**src/rtl/pdcs_pkg.sv**
```systemverilog
// Shared types and constants of the path disc cost stamper.
package pdcs_pkg;

	// Fixed bounds of the stamp arithmetic
	localparam int MAX_RADIUS      = 15;
	localparam int MAX_PATH_POINTS = 1024;

	// Configuration port widths
	localparam int CFG_IDX_W  = 3;
	localparam int CFG_DATA_W = 9;

	// Register reset values
	localparam logic       ENABLE_RST  = 1'b1;
	localparam logic [7:0] PEAK_RST    = 8'd200;
	localparam logic [7:0] TAIL_RST    = 8'd80;
	localparam logic [3:0] RADIUS_RST  = 4'd1;
	localparam logic [8:0] WIN_LO_RST  = 9'd0;
	localparam logic [8:0] WIN_HI_RST  = 9'd256;

	// Configuration register indexes
	typedef enum logic [CFG_IDX_W-1:0] {
		REG_ENABLE    = 3'd0,
		REG_PEAK      = 3'd1,
		REG_TAIL      = 3'd2,
		REG_RADIUS    = 3'd3,
		REG_WIN_LO_X  = 3'd4,
		REG_WIN_LO_Y  = 3'd5,
		REG_WIN_HI_X  = 3'd6,
		REG_WIN_HI_Y  = 3'd7
	} cfg_reg_t;

	// Input item
	typedef struct packed {
		logic        func;
		logic [7:0]  cell_x;
		logic [7:0]  cell_y;
		logic        in_map;
		logic [9:0]  point_index;
		logic [10:0] path_length;
	} stamp_req_t;

	// Result item
	typedef struct packed {
		logic [7:0] stamp_cost;
		logic [9:0] cells_written;
		logic [7:0] cell_cost;
	} stamp_rsp_t;

	// Controller states
	typedef enum logic [3:0] {
		ST_CLEAR,
		ST_IDLE,
		ST_DECODE,
		ST_MUL_A,
		ST_MUL_B,
		ST_DIV,
		ST_SCAN,
		ST_DRAIN,
		ST_RD_ISSUE,
		ST_RD_CAP,
		ST_FIN
	} state_t;

	// Controller to datapath commands
	typedef struct packed {
		logic load;
		logic mul_a;
		logic mul_b;
		logic div_step;
		logic scan_step;
		logic clr_step;
		logic rd_cap;
		logic res_load;
	} ctrl_cmd_t;

	// Datapath to controller status
	typedef struct packed {
		logic is_read;
		logic is_skip;
		logic div_last;
		logic scan_last;
		logic clr_last;
	} ctrl_sts_t;

endpackage

```
**src/rtl/pdcs_ctrl.sv**
```systemverilog
// Controller state machine of the stamper: sequences clear, cost, scan and read.
module pdcs_ctrl (
	input  logic                 clk,
	input  logic                 arst_n,
	input  logic                 cmd_valid,
	output logic                 cmd_ready,
	output logic                 rsp_valid,
	input  logic                 rsp_ready,
	input  pdcs_pkg::ctrl_sts_t  sts,
	output pdcs_pkg::ctrl_cmd_t  cmd
);
	import pdcs_pkg::*;

	state_t state_q;
	state_t state_nxt;
	logic   rsp_valid_q;
	logic   out_free;

	assign out_free  = !rsp_valid_q || rsp_ready;
	assign rsp_valid = rsp_valid_q;

	// Next state
	always_comb begin
		state_nxt = state_q;
		case (state_q)
			ST_CLEAR:    if (sts.clr_last) state_nxt = ST_IDLE;
			ST_IDLE:     if (cmd_valid) state_nxt = ST_DECODE;
			ST_DECODE: begin
				if (sts.is_read) state_nxt = ST_RD_ISSUE;
				else if (sts.is_skip) state_nxt = ST_FIN;
				else state_nxt = ST_MUL_A;
			end
			ST_MUL_A:    state_nxt = ST_MUL_B;
			ST_MUL_B:    state_nxt = ST_DIV;
			ST_DIV:      if (sts.div_last) state_nxt = ST_SCAN;
			ST_SCAN:     if (sts.scan_last) state_nxt = ST_DRAIN;
			ST_DRAIN:    state_nxt = ST_FIN;
			ST_RD_ISSUE: state_nxt = ST_RD_CAP;
			ST_RD_CAP:   state_nxt = ST_FIN;
			ST_FIN:      if (out_free) state_nxt = ST_IDLE;
			default:     state_nxt = ST_IDLE;
		endcase
	end

	// Commands
	always_comb begin
		cmd       = '0;
		cmd_ready = 1'b0;
		case (state_q)
			ST_CLEAR:  cmd.clr_step = 1'b1;
			ST_IDLE: begin
				cmd_ready = 1'b1;
				cmd.load  = cmd_valid;
			end
			ST_MUL_A:  cmd.mul_a = 1'b1;
			ST_MUL_B:  cmd.mul_b = 1'b1;
			ST_DIV:    cmd.div_step = 1'b1;
			ST_SCAN:   cmd.scan_step = 1'b1;
			ST_RD_CAP: cmd.rd_cap = 1'b1;
			ST_FIN:    cmd.res_load = out_free;
			default:   cmd = '0;
		endcase
	end

	// State register
	always_ff @(posedge clk or negedge arst_n) begin
		if (!arst_n) begin
			state_q <= ST_CLEAR;
		end else begin
			state_q <= state_nxt;
		end
	end

	// Output valid: set on a new result, drop when taken
	always_ff @(posedge clk or negedge arst_n) begin
		if (!arst_n) begin
			rsp_valid_q <= 1'b0;
		end else if (cmd.res_load) begin
			rsp_valid_q <= 1'b1;
		end else if (rsp_ready) begin
			rsp_valid_q <= 1'b0;
		end
	end

endmodule

```
**config.mk**
```make
export PLATFORM = sky130hd
export DESIGN_NAME = pdcs_ctrl
export DESIGN_NICKNAME = d
export VERILOG_FILES = /design/src/rtl/pdcs_pkg.sv /design/src/rtl/pdcs_ctrl.sv
export SDC_FILE = /design/constraint.sdc
export NUM_CORES = 1
export LEC_CHECK = 0
export BUFFER_PORTS_ARGS = -buffer_cell sky130_fd_sc_hd__buf_4
export CAP_MARGIN = 20
export CORE_AREA = 5 5 42 44
export DETAILED_ROUTE_END_ITERATION = 16
export DIE_AREA = 0 0 47 49
export SLEW_MARGIN = 20
export SYNTH_ARGS = -nofsm -noshare
export SYNTH_HDL_FRONTEND = slang
export SYNTH_SLANG_ARGS = --single-unit
export TNS_END_PERCENT = 10
```
**constraint.sdc**
```tcl
create_clock -name clk -period 2.9 [get_ports clk]
set_input_delay 0.58 -clock clk [delete_from_list [all_inputs] [get_ports clk]]
set_output_delay 0.58 -clock clk [all_outputs]
set_load 0.01 [all_outputs]
```
* Yosys cells after proc, flatten, opt, wreduce, memory -nomap -nowiden *
Index checks and enable logic that the tools add are counted.

word-level totals
  register bits = 5
  bits of input ports = 9
  logic and storage cells = 42

operators by class
  equal/unequal tests = 15
  multiplexer cells = 19
  reductions and logical operators = 6

operator list
  operator                                                          number
  4-bit case mux with 10 select lines                               1
  4-bit 2-to-1 mux                                                  7
  4-bit by 3-bit == test with 1-bit output (second input constant)  4
  4-bit == test (second input constant)                             3
  1-bit 2-to-1 mux                                                  11
  2-bit != test (second input constant)                             5
  4-bit by 2-bit == test with 1-bit output (second input constant)  2
  5-bit AND reduction                                               1
  4-bit by 1-bit == test with 1-bit output (second input constant)  1
  4-bit logical NOT                                                 1
  2-bit nonzero test                                                1
  2-bit OR reduction                                                1
  1-bit logical NOT                                                 1
  1-bit logical OR                                                  1

* Depth between registers and ports, before layout *
  word-level depth = 4
  mapped depth = 5

* Worst setup path after synthesis *
No wires, ideal clock.

  kind = register -> output
  start point = register state_q[3]
  end point = output cmd[7] (netlist name)
  arrival = 1169 ps
  required time = 2320 ps
  setup slack = 1151 ps
  cell stages (with the launch flop) = 4
  path buffers = 1
  cells stage by stage = dfrtp_1 > clkbuf_1 > nor3_1 > and2_1

RTL lines
  item                    line             source
  start, declared         pdcs_ctrl.sv:14  state_t state_q;
  start signal, assigned  pdcs_ctrl.sv:70  state_q <= state_nxt;
  end, declared           pdcs_ctrl.sv:10  output pdcs_pkg::ctrl_cmd_t cmd

==> summary.txt <==
Synthesis
  – Synth Flop Type: dfrtp_1
  – #FFs+latches synth: 5
  – Mapped Cells: 51
  – Post-synth net total: 60
  – Syn. warnings: 0
  – Synth unique cells: 29
  – Post-synth EDFFs: 0
  – Synth async-reset ratio: 1.000
  – Netlist Area Pre-Place: 417.9 um2
  – Seq/Total Area, Yosys: 0.2994
  – Synth Area per Inst: about 8.2 um2

Cells and area
  – Net count, final: 79
  – Fillcell total: 149
  – Final core utilization: 0.4098
  – Footprint of the multi-input gates: approximately 260 um2
  – Diodes inserted: 0
  – Non-Filler Instances: 85
  – Area growth syn-to-layout: 37.43%
  – Layout cell share with drive strength beyond 1: 0.3623
  – Commonest cells after routing, fill and taps aside: buf_4, nand2_1, dfrtp_1
  – Design area: ~570 um2
  – FF/Latch Area: between 100 and 150 um2
  – Commonest non-fill, non-tap cell in the layout: buf_4

Clock tree
  – Setup bufs post-CTS: 0
  – Total CTS buffers: 3
  – Clk buf depth: 2
  – Gates resized, CTS repair: 0
  – Count of hold-fix buffers inserted at cts: 0
  – Worst skew pair latency: 0.24 ns
  – H-tree depth: 1
  – CTS Root Cell: clkbuf_4
  – Reg clk slew, reported paths: 0.04 ns
  – CTS tree: done
  – Clk sinks: 5

Detailed routing
  – Met3 WL: 43 um
  – Antenna Nets Post-Route: 0
  – Met1 Routed Length: 434 um
  – Highest routed layer: met3
  – Vias: 414
  – Vias/cell: about 4.9
  – DR WL/cell: 11.26 um
  – DR WL met2: approximately 480 um
  – Routed WL: 957 um
  – Starting DRC count in detailed routing: 4
  – DRC: 0
  – DRT Pass-1 Iters: 3

Run status
  – Status: complete, no violations

STA
  – Setup Skew: 0.002512 ns
  – Slew @ Worst Pin: approximately 0.45 ns
  – WHS: 0.1309 ns
  – Worst slew margin: 0.6971
  – Maximum clock rate: 0.5073 GHz
  – Final setup viols: 0
  – Setup tns final: 0 ns
  – Fin. max-slew vios: 0
  – Final Hold Fails: 0
  – Worst setup margin: 0.9288 ns
  – Final period util: 0.6797
  – RSZ-0062 raised after global routing: false
  – Fin crit period: 1.971 ns

Floorplanning
  – Die height: 49 um
  – Io pins: 19
  – Number of placement rows: 14
  – CORE AREA: 1401 um2
  – Die Span X: 47 um
  – Die area: approximately 2300 um2
  – Initial Util: 0.2982

GRT
  – Total GRT Usage: 0.09760
  – Initial antenna violation count: 0
  – Number of global-route vias before repair: 375
  – First-pass GRT wire length: 1642 um
  – Largest net degree at the start of global routing: 16
  – GR Overflow Total: 0

Placed design
  – Dpl ws: 1.086 ns
  – Detailed Place HPWL: 737.9 um
  – Placed Cells: 81
  – Port bufs: 18
  – Final RePlAce weighted congestion: 0.7480
  – Placed inst area: between 500 and 600 um2

Hold path
  – Hold Crit Class: in2async

Power
  – Cell area power density: around 960 nW/um2
  – VDD IR max: 388.9 uV
  – Total Power: 550.8 uW
  – LEAKAGE: approximately 0.28 nW

Setup path
  – Critical path arrival: 1.39 ns
  – Startpoint type of the worst setup path: flop
  – Critical Path End Type: output pin
  – Critical-path maximum fanout: 10
  – Critical Path RT: 2.32 ns
  – Critical setup path kind: reg2out

Flow run
  – Max-Cap Viols: 0
## worst max-delay path, cell delays in order, from the launching register on
cell	delay, ns
dfrtp_1	0.48
nand2b_4	0.21
nor3_1	0.18
and2_1	0.16
buf_4	0.11
## cells in the mapped netlist (2+ instances only)
library cell,count,area share
o21ai_1,2,0.024
o21ai_0,3,0.036
buf_2,2,0.024
nor2_1,4,0.036
nand2_1,5,0.045
nor3_1,4,0.048
inv_1,3,0.027
nor4_1,2,0.030
nor2b_1,2,0.030
dfrtp_1,5,0.30
## routing by layer
| metal | GRT usage | vias to the layer above |
|---|---|---|
| li1 | - | 216 |
| met1 | 0.1269 | 186 |
| met2 | 0.1312 | 12 |
| met3 | 0.05166 | 0 |
| met4 | 0.04147 | 0 |
| met5 | 0 | - |
## layout make-up
type,count,share of cell area
multi-input combinational,39,0.4466
timing repair buffer,18,0.2353
sequential,5,0.2179
clock buffer,4,0.04575
tap,16,0.03486
inverter,3,0.01961
## final timing paths
check                      depth (start not counted)                    from  slack, ns                      to
max in group asynchronous                          1                  arst_n       2.66  state_q[3]$_DFFE_PN0P_
max reg2reg                                        4  state_q[2]$_DFFE_PN0P_       1.09  state_q[1]$_DFFE_PN0P_
min in group clk                                   2               rsp_ready       0.55   rsp_valid$_DFFE_PN0P_
min reg2reg                                        2   rsp_valid$_DFFE_PN0P_       0.57   rsp_valid$_DFFE_PN0P_
min                                                1                  arst_n       0.13   rsp_valid$_DFFE_PN0P_
max                                                4  state_q[1]$_DFFE_PN0P_       0.93                  cmd[7]
## state kept, by name (all words and copies together) (netlist names)
signal / flops
state_q: 4
rsp_valid: 1
## cells by family (layout without fill, tap and decap cells)
family                    count (synthesis)  count (layout)  share of synthesized area
DFF                                       5               5                     0.2994
and+or+nand+nor                          25              25                     0.3533
AOI/OAI and AO/OA                        11              11                     0.1767
xor gates and xnor gates                  1               1                    0.02096
buffers and inverters                     7              25                    0.08681
muxes                                     2               2                    0.06286
## where the power goes
part           internal [mW]  switching, mW
sequential            0.0993         0.0861
combinational          0.162          0.124
clock                 0.0519         0.0274
Power figures use the tool's default switching activity.
